File: src/hw/rtl/ritoa_pkg.sv
// Shared types, constants and helpers for the radix integer to ASCII converter.
`timescale 1ns / 1ps

package ritoa_pkg;

  localparam int VALUE_WIDTH_DEF = 32;
  localparam int IN_VALUE_W      = 32;
  localparam int BASE_W          = 5;
  localparam int CHAR_W          = 7;
  localparam int COUNT_W         = 6;
  localparam int DIGIT_W         = 4;
  localparam int QUEUE_DEPTH     = 2;
  localparam int OUT_DEPTH       = 2;

  localparam logic [BASE_W-1:0] BASE_MIN = 5'd2;
  localparam logic [BASE_W-1:0] BASE_MAX = 5'd16;

  localparam logic [CHAR_W-1:0] CHAR_ZERO   = 7'h30;
  localparam logic [CHAR_W-1:0] CHAR_A_BIAS = 7'h57;  // 'a' minus ten
  localparam logic [DIGIT_W-1:0] DIGIT_TEN  = 4'd10;

  typedef struct packed {
    logic [IN_VALUE_W-1:0] value;
    logic [BASE_W-1:0]     base;
    logic                  pad_zero;
  } req_t;

  typedef struct packed {
    logic [CHAR_W-1:0]  digit_char;
    logic               is_last;
    logic               empty_res;
    logic [COUNT_W-1:0] digit_count;
  } res_t;

  typedef struct packed {
    logic [BASE_W-1:0] base;
    logic              pad_zero;
    logic              no_digits;
  } job_ctl_t;

  typedef enum logic [1:0] {
    BK_IDLE,
    BK_DIV,
    BK_NEXT,
    BK_EMIT
  } back_state_t;

  function automatic logic [CHAR_W-1:0] ascii_of(input logic [DIGIT_W-1:0] d);
    logic [CHAR_W-1:0] c;
    if (d < DIGIT_TEN) begin
      c = CHAR_ZERO + {3'b000, d};
    end else begin
      c = CHAR_A_BIAS + {3'b000, d};
    end
    return c;
  endfunction

endpackage

File: src/hw/rtl/ritoa_ram.sv
// Generic single-write, single-read RAM with registered read data.
`timescale 1ns / 1ps

module ritoa_ram #(
  parameter int WIDTH = 4,
  parameter int DEPTH = 32
) (
  input  logic                     clk,
  input  logic                     we,
  input  logic [$clog2(DEPTH)-1:0] waddr,
  input  logic [WIDTH-1:0]         wdata,
  input  logic                     re,
  input  logic [$clog2(DEPTH)-1:0] raddr,
  output logic [WIDTH-1:0]         rdata
);

  logic [WIDTH-1:0] mem [DEPTH];

  always_ff @(posedge clk) begin
    if (we) begin
      mem[waddr] <= wdata;
    end
    if (re) begin
      rdata <= mem[raddr];
    end
  end

endmodule

File: src/hw/rtl/ritoa_queue.sv
// Short job queue between the front and back parts.
`timescale 1ns / 1ps

module ritoa_queue #(
  parameter int WIDTH = 8,
  parameter int DEPTH = ritoa_pkg::QUEUE_DEPTH
) (
  input  logic             clk,
  input  logic             rst,
  input  logic             push,
  output logic             full,
  input  logic [WIDTH-1:0] wdata,
  input  logic             pop,
  output logic             empty,
  output logic [WIDTH-1:0] rdata
);

  localparam int PTR_W = $clog2(DEPTH);
  localparam int CNT_W = $clog2(DEPTH + 1);

  logic [WIDTH-1:0] slots [DEPTH];
  logic [PTR_W-1:0] wp;
  logic [PTR_W-1:0] rp;
  logic [CNT_W-1:0] cnt;
  logic             do_push;
  logic             do_pop;

  assign full    = (cnt == CNT_W'(DEPTH));
  assign empty   = (cnt == '0);
  assign do_push = push && !full;
  assign do_pop  = pop && !empty;
  assign rdata   = slots[rp];

  always_ff @(posedge clk) begin
    if (rst) begin
      wp  <= '0;
      rp  <= '0;
      cnt <= '0;
    end else begin
      if (do_push) begin
        wp <= wp + 1'b1;
      end
      if (do_pop) begin
        rp <= rp + 1'b1;
      end
      if (do_push && !do_pop) begin
        cnt <= cnt + 1'b1;
      end else if (do_pop && !do_push) begin
        cnt <= cnt - 1'b1;
      end
    end
  end

  always_ff @(posedge clk) begin
    if (do_push) begin
      slots[wp] <= wdata;
    end
  end

endmodule

File: src/hw/rtl/ritoa_front.sv
// Front part: accepts requests, saturates the base and flags empty conversions.
`timescale 1ns / 1ps

module ritoa_front #(
  parameter int VALUE_WIDTH = ritoa_pkg::VALUE_WIDTH_DEF
) (
  input  logic                     clk,
  input  logic                     rst,
  input  logic                     push,
  output logic                     full,
  input  ritoa_pkg::req_t          req,
  output logic                     q_push,
  input  logic                     q_full,
  output ritoa_pkg::job_ctl_t      job_ctl,
  output logic [VALUE_WIDTH-1:0]   job_value
);

  logic                     fv;
  logic                     accept;
  logic                     advance;
  logic [VALUE_WIDTH-1:0]   masked;
  ritoa_pkg::job_ctl_t      ctl_in;

  assign advance = fv && !q_full;
  assign full    = fv && q_full;
  assign accept  = push && !full;
  assign q_push  = advance;

  always_comb begin
    masked           = VALUE_WIDTH'(req.value);
    ctl_in.pad_zero  = req.pad_zero;
    ctl_in.no_digits = !req.pad_zero && (masked == '0);
    if (req.base < ritoa_pkg::BASE_MIN) begin
      ctl_in.base = ritoa_pkg::BASE_MIN;
    end else if (req.base > ritoa_pkg::BASE_MAX) begin
      ctl_in.base = ritoa_pkg::BASE_MAX;
    end else begin
      ctl_in.base = req.base;
    end
  end

  always_ff @(posedge clk) begin
    if (rst) begin
      fv <= 1'b0;
    end else if (accept) begin
      fv <= 1'b1;
    end else if (advance) begin
      fv <= 1'b0;
    end
  end

  always_ff @(posedge clk) begin
    if (accept) begin
      job_ctl   <= ctl_in;
      job_value <= masked;
    end
  end

endmodule

File: src/hw/rtl/ritoa_back.sv
// Back part: digit extraction by chunked long division, digit buffer and output queue.
`timescale 1ns / 1ps

module ritoa_back #(
  parameter int VALUE_WIDTH = ritoa_pkg::VALUE_WIDTH_DEF
) (
  input  logic                   clk,
  input  logic                   rst,
  input  logic                   q_empty,
  output logic                   q_pop,
  input  ritoa_pkg::job_ctl_t    q_ctl,
  input  logic [VALUE_WIDTH-1:0] q_value,
  output logic                   empty,
  input  logic                   pop,
  output ritoa_pkg::res_t        res
);

  localparam int W      = VALUE_WIDTH;
  localparam int CHUNKS = (W + 7) / 8;
  localparam int DW     = CHUNKS * 8;
  localparam int PW     = W + 4;
  localparam int NW     = $clog2(W + 1);
  localparam int AW     = $clog2(W);
  localparam int CW     = $clog2(CHUNKS + 1);
  localparam int OD     = ritoa_pkg::OUT_DEPTH;
  localparam int OPW    = $clog2(OD);
  localparam int OCW    = $clog2(OD + 1);
  localparam int BW     = ritoa_pkg::BASE_W;
  localparam int DGW    = ritoa_pkg::DIGIT_W;

  ritoa_pkg::back_state_t st, st_next;

  logic [DW-1:0]   rem;
  logic [DGW-1:0]  r;
  logic [BW-1:0]   base;
  logic            pad;
  logic            no_dig;
  logic [NW-1:0]   n;
  logic [PW-1:0]   p;
  logic [PW-1:0]   p_mul;
  logic [CW-1:0]   chunk;
  logic [AW-1:0]   idx;
  logic            last_chunk;
  logic [7:0]      div_q;
  logic [DGW-1:0]  div_rem;
  logic            more;

  logic            ram_we;
  logic [DGW-1:0]  ram_rdata;
  logic            issue;
  logic            issue_ok;
  logic            issue_last;

  logic            rd_valid;
  logic            rd_last;
  logic            rd_empty;
  logic [ritoa_pkg::COUNT_W-1:0] rd_count;

  ritoa_pkg::res_t ob [OD];
  ritoa_pkg::res_t push_item;
  logic [OPW-1:0]  owp;
  logic [OPW-1:0]  orp;
  logic [OCW-1:0]  ocnt;
  logic [OCW:0]    used;
  logic            pop_o;

  // eight restoring steps on the top byte of the dividend
  always_comb begin
    logic [DGW:0] t;
    logic [DGW-1:0] rr;
    rr    = r;
    div_q = '0;
    for (int i = 7; i >= 0; i--) begin
      t = {rr, rem[DW-8+i]};
      if (t >= {1'b0, base[DGW-1:0]} || base[DGW]) begin
        if (t >= DGW'(0) + {1'b0, base[DGW-1:0]} && !base[DGW]) begin
          t = t - {1'b0, base[DGW-1:0]};
          div_q[i] = 1'b1;
        end else if (base[DGW] && t[DGW]) begin
          t = t - {1'b1, {DGW{1'b0}}};
          div_q[i] = 1'b1;
        end
      end
      rr = t[DGW-1:0];
    end
    div_rem = rr;
  end

  // base^n kept alongside, by shift and add
  always_comb begin
    p_mul = '0;
    for (int i = 0; i < BW; i++) begin
      if (base[i]) begin
        p_mul = p_mul + (PW'(p[W-1:0]) << i);
      end
    end
  end

  assign last_chunk = (chunk == CW'(CHUNKS - 1));
  assign more       = (p[PW-1:W] == '0) && (pad || (rem != '0));
  assign ram_we     = (st == ritoa_pkg::BK_DIV) && last_chunk;

  assign pop_o    = pop && !empty;
  assign used     = {1'b0, ocnt} + (OCW+1)'(rd_valid) - (OCW+1)'(pop_o);
  assign issue_ok = (used < (OCW+1)'(OD));
  assign issue    = (st == ritoa_pkg::BK_EMIT) && issue_ok;
  assign issue_last = no_dig || (idx == '0);

  always_ff @(posedge clk) begin
    if (rst) begin
      st <= ritoa_pkg::BK_IDLE;
    end else begin
      st <= st_next;
    end
  end

  always_comb begin
    st_next = st;
    q_pop   = 1'b0;
    case (st)
      ritoa_pkg::BK_IDLE: begin
        if (!q_empty) begin
          q_pop   = 1'b1;
          st_next = q_ctl.no_digits ? ritoa_pkg::BK_EMIT : ritoa_pkg::BK_DIV;
        end
      end
      ritoa_pkg::BK_DIV: begin
        if (last_chunk) begin
          st_next = ritoa_pkg::BK_NEXT;
        end
      end
      ritoa_pkg::BK_NEXT: begin
        st_next = more ? ritoa_pkg::BK_DIV : ritoa_pkg::BK_EMIT;
      end
      ritoa_pkg::BK_EMIT: begin
        if (issue && issue_last) begin
          st_next = ritoa_pkg::BK_IDLE;
        end
      end
      default: st_next = ritoa_pkg::BK_IDLE;
    endcase
  end

  always_ff @(posedge clk) begin
    case (st)
      ritoa_pkg::BK_IDLE: begin
        if (!q_empty) begin
          rem    <= DW'(q_value);
          base   <= q_ctl.base;
          pad    <= q_ctl.pad_zero;
          no_dig <= q_ctl.no_digits;
          n      <= '0;
          p      <= PW'(1);
          chunk  <= '0;
          r      <= '0;
        end
      end
      ritoa_pkg::BK_DIV: begin
        rem <= DW'({rem, div_q});
        if (last_chunk) begin
          n     <= n + 1'b1;
          p     <= p_mul;
          chunk <= '0;
          r     <= '0;
        end else begin
          chunk <= chunk + 1'b1;
          r     <= div_rem;
        end
      end
      ritoa_pkg::BK_NEXT: begin
        idx <= AW'(n - 1'b1);
      end
      ritoa_pkg::BK_EMIT: begin
        if (issue) begin
          idx <= idx - 1'b1;
        end
      end
      default: ;
    endcase
  end

  ritoa_ram #(
    .WIDTH(DGW),
    .DEPTH(W)
  ) u_digits (
    .clk  (clk),
    .we   (ram_we),
    .waddr(n[AW-1:0]),
    .wdata(div_rem),
    .re   (issue),
    .raddr(idx),
    .rdata(ram_rdata)
  );

  always_ff @(posedge clk) begin
    if (rst) begin
      rd_valid <= 1'b0;
    end else begin
      rd_valid <= issue;
    end
  end

  always_ff @(posedge clk) begin
    if (issue) begin
      rd_last  <= issue_last;
      rd_empty <= no_dig;
      rd_count <= no_dig ? '0 : ritoa_pkg::COUNT_W'(n);
    end
  end

  always_comb begin
    push_item.digit_char  = rd_empty ? '0 : ritoa_pkg::ascii_of(ram_rdata);
    push_item.is_last     = rd_last;
    push_item.empty_res   = rd_empty;
    push_item.digit_count = rd_count;
  end

  assign empty = (ocnt == '0);
  assign res   = ob[orp];

  always_ff @(posedge clk) begin
    if (rst) begin
      owp  <= '0;
      orp  <= '0;
      ocnt <= '0;
    end else begin
      if (rd_valid) begin
        owp <= owp + 1'b1;
      end
      if (pop_o) begin
        orp <= orp + 1'b1;
      end
      if (rd_valid && !pop_o) begin
        ocnt <= ocnt + 1'b1;
      end else if (pop_o && !rd_valid) begin
        ocnt <= ocnt - 1'b1;
      end
    end
  end

  always_ff @(posedge clk) begin
    if (rd_valid) begin
      ob[owp] <= push_item;
    end
  end

  a_out_bound: assert property (@(posedge clk) disable iff (rst)
    ocnt <= OCW'(OD))
    else $error("output queue over capacity");

  a_no_overrun: assert property (@(posedge clk) disable iff (rst)
    rd_valid && (ocnt == OCW'(OD)) |-> pop_o)
    else $error("digit arrived at a full output queue");

  a_empty_last: assert property (@(posedge clk) disable iff (rst)
    rd_valid && rd_empty |-> rd_last && (rd_count == '0))
    else $error("empty conversion not a single final transfer");

  a_write_range: assert property (@(posedge clk) disable iff (rst)
    ram_we |-> (n < NW'(W)))
    else $error("digit buffer write beyond depth");

endmodule

File: src/hw/rtl/radix_integer_to_ascii.sv
// Top level of the radix integer to ASCII converter.
// Usage:
//   Requests enter on push/full with req (value, base, pad_zero); a transfer
//   happens when push is high and full is low. Digits leave on empty/pop with
//   res; the oldest digit sits on res while empty is low and is taken when pop
//   is high. Digits come most significant first; is_last marks the final one.
//   A zero value without padding yields one transfer with empty_res set.
// Flow:
//   The front stage registers and classifies a request and hands it to a
//   two-entry job queue, so a new request is taken while the back part works.
//   Each digit comes from the shared long-division unit, which retires eight
//   dividend bits per cycle, followed by a test for the next digit. While the
//   output queue has room, digits are then read back from the digit RAM at
//   one per cycle.
// Reset clears all queues and returns the back part to idle; the digit RAM
//   needs no clearing. If the receiver stops popping, the two-entry output
//   queue fills, digit readout pauses, and later requests wait in the queue.
`timescale 1ns / 1ps

module radix_integer_to_ascii #(
  parameter int VALUE_WIDTH = ritoa_pkg::VALUE_WIDTH_DEF
) (
  input  logic            clk,
  input  logic            rst,
  input  logic            push,
  output logic            full,
  input  ritoa_pkg::req_t req,
  output logic            empty,
  input  logic            pop,
  output ritoa_pkg::res_t res
);

  localparam int JOB_W = $bits(ritoa_pkg::job_ctl_t) + VALUE_WIDTH;

  logic                     fq_push;
  logic                     fq_full;
  ritoa_pkg::job_ctl_t      f_ctl;
  logic [VALUE_WIDTH-1:0]   f_value;
  logic                     q_pop;
  logic                     q_empty;
  logic [JOB_W-1:0]         q_rdata;
  ritoa_pkg::job_ctl_t      q_ctl;
  logic [VALUE_WIDTH-1:0]   q_value;

  ritoa_front #(
    .VALUE_WIDTH(VALUE_WIDTH)
  ) u_front (
    .clk      (clk),
    .rst      (rst),
    .push     (push),
    .full     (full),
    .req      (req),
    .q_push   (fq_push),
    .q_full   (fq_full),
    .job_ctl  (f_ctl),
    .job_value(f_value)
  );

  ritoa_queue #(
    .WIDTH(JOB_W),
    .DEPTH(ritoa_pkg::QUEUE_DEPTH)
  ) u_queue (
    .clk  (clk),
    .rst  (rst),
    .push (fq_push),
    .full (fq_full),
    .wdata({f_ctl, f_value}),
    .pop  (q_pop),
    .empty(q_empty),
    .rdata(q_rdata)
  );

  assign q_ctl   = q_rdata[JOB_W-1:VALUE_WIDTH];
  assign q_value = q_rdata[VALUE_WIDTH-1:0];

  ritoa_back #(
    .VALUE_WIDTH(VALUE_WIDTH)
  ) u_back (
    .clk    (clk),
    .rst    (rst),
    .q_empty(q_empty),
    .q_pop  (q_pop),
    .q_ctl  (q_ctl),
    .q_value(q_value),
    .empty  (empty),
    .pop    (pop),
    .res    (res)
  );

endmodule

File: config.mk
export PLATFORM = sky130hd
export DESIGN_NAME = radix_integer_to_ascii
export DESIGN_NICKNAME = d
export VERILOG_FILES = /design/src/hw/rtl/ritoa_pkg.sv /design/src/hw/rtl/ritoa_ram.sv /design/src/hw/rtl/ritoa_queue.sv /design/src/hw/rtl/ritoa_front.sv /design/src/hw/rtl/ritoa_back.sv /design/src/hw/rtl/radix_integer_to_ascii.sv
export SDC_FILE = /design/constraint.sdc
export NUM_CORES = 1
export LEC_CHECK = 0
export ABC_AREA = 0
export BUFFER_PORTS_ARGS = -buffer_cell sky130_fd_sc_hd__buf_2
export CORE_ASPECT_RATIO = 0.6
export CORE_MARGIN = 4
export CORE_UTILIZATION = 60
export CTS_BUF_LIST = sky130_fd_sc_hd__clkbuf_4 sky130_fd_sc_hd__clkbuf_8 sky130_fd_sc_hd__clkbuf_16
export DETAILED_ROUTE_END_ITERATION = 6
export GPL_TIMING_DRIVEN = 0
export PLACE_DENSITY = 0.78
export SLEW_MARGIN = 25
export SYNTH_ARGS = -nofsm -noshare
export SYNTH_HDL_FRONTEND = slang
export SYNTH_SLANG_ARGS = --single-unit
export TNS_END_PERCENT = 50
File: constraint.sdc
create_clock -name clk -period 48.8 [get_ports clk]
set_clock_uncertainty 0.2 [all_clocks]
set_input_delay 9.76 -clock clk [delete_from_list [all_inputs] [get_ports clk]]
set_output_delay 9.76 -clock clk [all_outputs]
set_load 0.01 [all_outputs]
==> flow_metrics.tcl, run 1 <==
set metrics [dict create \
    outcome "finished clean" \
    cp_max_fo 32 \
    layout.nets 2475 \
    max_cap_violations 0 \
    num_rows 56 \
    cp.required_ps 48780 \
    rsz0062_at_grt "no" \
    path_clk_slew_ps 60 \
    drv_slew 0 \
    grt_max_degree 43 \
    critPathSlowestCell "edfxtp_1" \
    routedWlPerCell_um 23.6 \
    synthCells 2148 \
    grt_pass1_wl_um 102000 \
    min_path_cells 0 \
    cts.repair.resized 0 \
    track_usage_pct 30.1 \
    die_area_um2 44100 \
    cp_slowest_stage_delay_ps 730 \
    yosys_register_bits 394 \
    slew_headroom_pct 24.9 \
    finalSetupViolCount 0 \
    worstHoldPathType "flop to flop" \
    drive_above_1_share_pct 12.0 \
    cts_root_buf "clkbuf_16" \
    synth_edf_count 380 \
    path_class "flop to flop" \
    cp_data_arrival_time_ps 18480 \
    cts.sinks 394 \
    start_util_pct 61.6 \
    r2r_slack_ps 30310 \
    synth_seq_area_share_pct 47.9 \
    drt_iter0_drc 2368 \
    routed_wl_um 66200 \
    ant_nets 0 \
    synth_async_sr_flop_share_pct 0 \
    gp_congestion 1.01 \
    setup_tns_ps 0 \
    route.detailed.drc 0 \
    cp-end-kind "flop" \
    cts_buffer_depth 3 \
    vias_per_cell 6.60 \
    portBuffers 58 \
    num_vias 18500 \
    netlist_area_um2 24400 \
    avgSynthCellArea_um2 11.4 \
    critPathLaunchType "flop" \
    postCtsHoldBufs 0 \
    io_pins 59 \
    antenna_cells 0 \
    fill_cells 2821 \
    post_synth_num_cell_types 82 \
    areaGrowthSynthToFinish_pct 9.54 \
    htreeDepth 2 \
    grt-ovfl-total 0 \
    finalCritPeriodShare_pct 37.9 \
    yosysWarnings 0 \
    finalHoldViolations 0 \
    synthFlopType "edfxtp_1" \
    worstMarginPinSlew_ps 1130 \
    die_h_um 164 \
    postCtsSetupBuffers 0 \
    clock_latency_ps 550 \
    drt-pass1-iter-count 7 \
    crit_top_cell "a21o_1" \
    syn_nets 2372 \
    die_w_um 268 \
    core-area_um2 39600 \
    max_freq_ghz 0.0541 \
    dp_hpwl_um 49700 \
    cts_tree "yes" \
    grt_pass1_vias 17800 \
    antenna_found_initial 1 \
    cts_buffers 36 \
    r2r_cells 70 \
    period_needed_ps 18490 \
]
==> worst paths after layout <==
check | startpoint | to
worst max-delay path | u_back.base[1] | u_back.u_digits.mem[16][1]
worst max register to register | u_back.base[1] | u_back.u_digits.mem[16][1]
worst min register to register | u_front.job_value[7] | u_queue.slots[0][7]
worst min-delay path | u_front.job_value[7] | u_queue.slots[0][7]
==> metrics by stage <==
stage          instances  util, %  area (um^2)  hold WS [ps]  setup WS (ps)
4_1_cts             2798     67.5        26700           247          30590
5_1_grt             2798     67.5        26700           263          29510
3_5_place_dp        2735     64.5        25500           235          30710
6_report            2798     67.5        26700           248          30310
2_1_floorplan       2148        -        24400           221          33380
3_3_place_gp        2728     64.0        25300           223          29930
==> worst max-delay path, delay by kind of cell, from the launching register on <==
| kind | cells | cell delay, ps |
|---|---|---|
| AO/OA/AOI/OAI | 31 | 7740 |
| multiplexers | 7 | 2860 |
| buffers and inverters | 14 | 2600 |
| adder cells (fa/ha/maj) | 8 | 2050 |
| AND/OR/NAND/NOR | 10 | 1860 |
| flip-flops | 1 | 730 |
==> synth_stat cells, types with 16 or more instances <==
master,count,area (um^2)
a211oi_1,28,210
a21o_1,71,533
a21oi_1,130,651
and2_1,37,231
and3_1,16,100
buf_1,17,63.8
clkbuf_1,48,180
edfxtp_1,380,11400
ha_1,169,2110
inv_1,105,394
mux2_2,65,732
mux2i_1,61,611
mux4_2,40,901
nand2_1,149,559
nand2b_1,28,175
nand3_1,32,160
nor2_1,172,646
nor2b_1,21,131
nor3_1,35,175
nor4_1,23,144
o21a_1,18,135
o21ai_0,115,576
o31ai_1,18,135
or3_1,26,163
xnor2_1,73,639
xor2_1,45,394
==> cells in the final DEF (no fill, tap or decap), drive strengths merged, types with 63 or more instances in the layout <==
cell type  instances
edfxtp           380
buf               85
a21oi            130
nor2             173
mux2              66
xnor2             73
mux2i             63
inv              108
clkbuf            88
ha               169
nand2            149
a21o              71
o21ai            115
==> kinds of logic after synthesis <==
logic type | share of synthesized area [%]
simple gates | 11.7
buf+inv | 2.74
flops | 47.9
mux | 9.36
fa+ha+maj | 9.73
xor+xnor | 4.24
compound gates | 14.4
==> registers in the layout, indices dropped and copies added, names as in the netlist, 5 cells and up, named ones only <==
| name | cells |
|---|---|
| u_back.base | 5 |
| u_back.idx | 5 |
| u_back.n | 6 |
| u_back.ob | 30 |
| u_back.p | 36 |
| u_back.rd_count | 6 |
| u_back.rem | 32 |
| u_back.u_digits.mem | 128 |
| u_front.job_ctl | 7 |
| u_front.job_value | 32 |
| u_queue.slots | 78 |
==> area by class of cell <==
cell class | count | area (um^2) | share of cell area (%)
Tap cell | 522 | 653 | 2.44
Clock inverter | 23 | 239 | 0.894
Clock buffer | 40 | 931 | 3.48
Timing Repair Buffer | 65 | 428 | 1.60
Multi-Input combinational cell | 1580 | 12100 | 45.3
Inverter | 106 | 398 | 1.49
Sequential cell | 394 | 11700 | 43.8
Buffer | 68 | 275 | 1.03
==> layer usage <==
metal / GRT usage, % / vias up / share of wire, %
met2: 43.5 / 1054 / 41
li1: - / 8363 / -
met5: 0 / - / 0.029
met4: 5.27 / 2 / 1.3
met1: 45.4 / 8937 / 44
met3: 9.22 / 97 / 13
Power of run 1 is left out: the tool's default activity adds up to more than one toggle a clock period on the data nets, which glitch-free logic cannot reach.
==> run 2, diff against run 1 <==
- CORE_UTILIZATION: 60 -> 58
- PLACE_DENSITY: 0.78 -> 0.79
- clock period: 48.8 -> 16.29 ns (I/O delays scaled with it)
==> flow_metrics.tcl, run 2 (synthesized netlist as in run 1, its figures left out) <==
set metrics [dict create \
    antenna_cells 0 \
    drv_slew 0 \
    worstHoldPathType "flop to flop" \
    cts_tree "yes" \
    final_util_pct 66.1 \
    route.detailed.drc 0 \
    finalSetupViolCount 0 \
    drt-pass1-iter-count 6 \
    grt_max_degree 43 \
    dp_hpwl_um 48600 \
    period_needed_ps 15870 \
    critPathLaunchType "flop" \
    r2r_slack_ps 420 \
    die_w_um 273 \
    largest_reg_flops 128 \
    grt-ovfl-total 0 \
    min_path_cells 0 \
    start_util_pct 59.5 \
    cp.required_ps 16470 \
    die_h_um 167 \
    portBuffers 58 \
    gp_congestion 1.02 \
    path_clk_slew_ps 60 \
    cts_root_buf "clkbuf_16" \
    cp_data_arrival_time_ps 16050 \
    finalCritPeriodShare_pct 97.4 \
    cp_slowest_stage_delay_ps 540 \
    routed_wl_um 66500 \
    num_rows 57 \
    layout.nets 2496 \
    final_common_cell "edfxtp_1" \
    drive_above_1_share_pct 13.5 \
    worstMarginPinSlew_ps 1160 \
    slew_headroom_pct 22.6 \
    rr_startpoint "u_back.base[3]" \
    hp-start "u_front.job_value[1]" \
    ant_nets 0 \
    r2r-end "u_back.u_digits.mem[16][3]" \
    cts_buffer_depth 3 \
    num_vias 18700 \
    routedWlPerCell_um 23.3 \
    clock_latency_ps 540 \
    vias_per_cell 6.53 \
    crit_top_cell "a21o_1" \
    cp_max_fo 20 \
    cts.sinks 394 \
    top_regs "u_back.u_digits.mem: 128 flops, u_queue.slots: 78 flops, u_back.p: 36 flops" \
    grt_pass1_vias 17500 \
    antenna_found_initial 3 \
    die_area_um2 45500 \
    track_usage_pct 28.2 \
    htreeDepth 2 \
    r2r_cells 72 \
    path_class "flop to flop" \
    io_pins 59 \
    drt_iter0_drc 2374 \
    core-area_um2 41000 \
    areaGrowthSynthToFinish_pct 11.1 \
    grt_pass1_wl_um 100000 \
    top_register "u_back.u_digits.mem" \
    hold_end "u_queue.slots[0][1]" \
    place_area_um2 25600 \
    final_cell_mix "edfxtp_1, nor2_1, ha_1, nand2_1, a21oi_1" \
    finalHoldViolations 0 \
    max_freq_ghz 0.0630 \
    fill_cells 2949 \
    outcome "finished clean" \
    cp-end-kind "flop" \
    cts_buffers 36 \
    postCtsHoldBufs 0 \
    max_cap_violations 0 \
    fin_area_um2 27100 \
    critPathSlowestCell "edfxtp_1" \
]
## run 2: cell types whose count changed in the layout (fill, tap and decap cells not counted), sizes merged
cell / delta
mux2: +1
bufinv: -1
clkinv: -4
inv: -3
buf: +26
clkinvlp: +2
## run 2: layer usage
layer / global-route usage (%) / up-vias / routed length (um)
met5: 0 / - / 25
met4: 6.99 / 4 / 1490
met3: 10.1 / 124 / 9540
met2: 38.4 / 1212 / 26800
met1: 42.7 / 8920 / 28700
li1: - / 8408 / -
## run 2: how the worst max path moves through the flow
stage	from	to	slack, ps	cells past startpoint
floorplan	u_back.base[1]	u_back.u_digits.mem[0][2]	870	71
global placement	u_back.base[1]	u_back.u_digits.mem[16][0]	-2410	70
detailed placement	u_back.base[1]	u_back.u_digits.mem[1][1]	-1540	69
CTS	u_back.base[1]	u_back.u_digits.mem[0][1]	70	70
global route	u_back.base[3]	u_back.u_digits.mem[16][3]	-60	72
finish	u_back.base[3]	u_back.u_digits.mem[16][3]	420	72
## run 2: layout make-up
class                   instances  area (um^2)  area share [%]
well taps                     560          701            2.59
plain buffers                  64          269           0.993
inverters                     106          409            1.51
clock buffers                  46         1020            3.75
multi-input cells            1581        12200            45.0
repair buffers                 89          633            2.34
flip-flops and latches        394        11700            43.1
clock inverters                17          178           0.656
## run 2: worst max-delay path: cells and delay by family, from the launching register on
family                     cells  cell delay (ps)
buffers and inverters         12             1740
adders and majority gates      8             2280
muxes                          7             2530
and+or+nand+nor               15             2740
DFF                            1              540
AOI/OAI and AO/OA             30             5570
## run 2: through the flow
stage	setup WS (ps)	cells	hold slack, ps	TNS (ps)
global placement	-2410	2766	222	-266630
CTS	67.8	2838	245	0
detailed placement	-1540	2773	230	-147320
floorplan	866	2148	221	0
finish	418	2857	247	0
global route	-63.8	2857	256	-3660
## run 2: what timing repair did
item                       CTS  global route
buffers inserted             5            19
setup endpoints to repair  133           133
resized for setup            9            19
cloned                       0             1
pin swaps                    0             4
Power of run 2 is left out for the same reason.
==> run 3, diff against run 2 <==
- CORE_ASPECT_RATIO: 0.6 -> default
- CORE_UTILIZATION: 58 -> 25
- PLACE_DENSITY: 0.79 -> 0.41
==> flow_metrics.tcl, run 3 (synthesized netlist as in run 1, its figures left out) <==
set metrics [dict create \
    holdWs_ps 246 \
    dp_hpwl_um 52400 \
    clock_latency_ps 570 \
    final_cell_mix "edfxtp_1, nor2_1, ha_1, nand2_1, a21oi_1" \
    routed_wl_um 70300 \
    drive_above_1_share_pct 14.7 \
    finalCritPeriodShare_pct 94.6 \
    cp.required_ps 16370 \
    portBuffers 58 \
    ant_nets 0 \
    route.detailed.drc 0 \
    worstHoldPathType "flop to flop" \
    num_rows 114 \
    top_regs "u_back.u_digits.mem: 128 flops, u_queue.slots: 78 flops, u_back.p: 36 flops" \
    path_clk_slew_ps 60 \
    slew_headroom_pct 26.2 \
    setup_tns_ps 0 \
    vias_per_cell 4.85 \
    worstMarginPinSlew_ps 1110 \
    cp_slowest_stage_delay_ps 500 \
    crit_buf_inv 14 \
    areaGrowthSynthToFinish_pct 16.7 \
    fill_cells 9908 \
    r2r_slack_ps 890 \
    grt_pass1_vias 17700 \
    die_h_um 320 \
    core-area_um2 96700 \
    finalSetupViolCount 0 \
    finalHoldViolations 0 \
    drv_slew 0 \
    grt-ovfl-total 0 \
    cp_data_arrival_time_ps 15480 \
    cts_buffer_depth 3 \
    gp_congestion 0.813 \
    track_usage_pct 13.4 \
    cp-end-kind "flop" \
    period_needed_ps 15400 \
    layout.nets 2507 \
    max_freq_ghz 0.0649 \
    io_pins 59 \
    die_w_um 320 \
    grt_pass1_wl_um 107000 \
    cts.sinks 394 \
    cp_max_fo 16 \
    start_util_pct 25.2 \
    routedWlPerCell_um 19.5 \
    crit_family "compound AO/OA/AOI/OAI gates" \
    place_area_um2 26600 \
    cts_buffers 45 \
    critPathSlowestCell "or4_1" \
    htreeDepth 2 \
    final_common_cell "edfxtp_1" \
    num_vias 17400 \
    grt_max_degree 43 \
    outcome "finished clean" \
    largest_reg_flops 128 \
    fin_area_um2 28500 \
    crit_top_cell "a21o_1" \
    antenna_found_initial 1 \
    drt-pass1-iter-count 6 \
    cts_root_buf "clkbuf_16" \
    seqCellArea_um2 11700 \
    max_cap_violations 0 \
    cts_tree "yes" \
    critPathLaunchType "flop" \
    die_area_um2 103000 \
    top_register "u_back.u_digits.mem" \
    path_class "flop to flop" \
    drt_iter0_drc 949 \
    multi_input_area_um2 12200 \
    final_util_pct 29.4 \
]
[run 3: cell count changes in the layout (fill, tap and decap cells not counted), moves of 3 or more]
| cell | delta |
|---|---|
| clkinv_2 | +6 |
| buf_16 | +4 |
| clkinv_4 | +3 |
| buf_4 | -3 |
| bufinv_16 | +4 |
| clkbuf_16 | +7 |
[run 3: final timing paths]
check                                      startpoint                          to  cells past startpoint
worst min-delay path            u_front.job_value[16]        u_queue.slots[1][16]                      0
worst min register to register  u_front.job_value[16]        u_queue.slots[1][16]                      0
worst max register to register         u_back.base[1]  u_back.u_digits.mem[11][1]                     74
worst max-delay path                   u_back.base[1]  u_back.u_digits.mem[11][1]                     74
[run 3: worst reg2reg max path, delay by kind of cell, from the launching register on]
kind,cells,cell delay (ps)
AOI/OAI and AO/OA,30,5400
adders and majority gates,8,2160
buffers and inverters,14,1780
DFF,1,420
muxes,7,2490
and+or+nand+nor,15,2670
[run 3: what timing repair did]
action	CTS	global route
setup endpoints to repair	133	133
hold buffers	0	0
cloned	0	1
resized for setup	9	21
setup buffers	7	16
pin swaps	0	5
[run 3: layer usage]
layer | global-route usage (%) | up-vias | routed length (um)
li1 | - | 8459 | -
met3 | 1.50 | 88 | 2570
met1 | 18.8 | 8536 | 33500
met2 | 22.3 | 365 | 33000
met4 | 2.83 | 0 | 1270
met5 | 0 | - | 0
[run 3: cell type report]
cell class	instances	share of cell area [%]
Clock buffer	57	4.34
Multi-Input combinational cell	1581	42.8
Antenna cell	1	0.00879
Tap cell	1276	5.61
Sequential cell	394	41.1
Clock inverter	27	1.23
Inverter	106	1.43
Timing Repair Buffer	91	2.53
Buffer	64	0.945
[run 3: per-stage QoR]
stage	std cells	setup WS (ps)
after global routing	3596	-51.0
final	3597	886
after global placement	3482	-3610
after detailed placement	3492	-1580
after floorplan	2148	866
after CTS	3581	0.751
Power of run 3 is left out for the same reason.
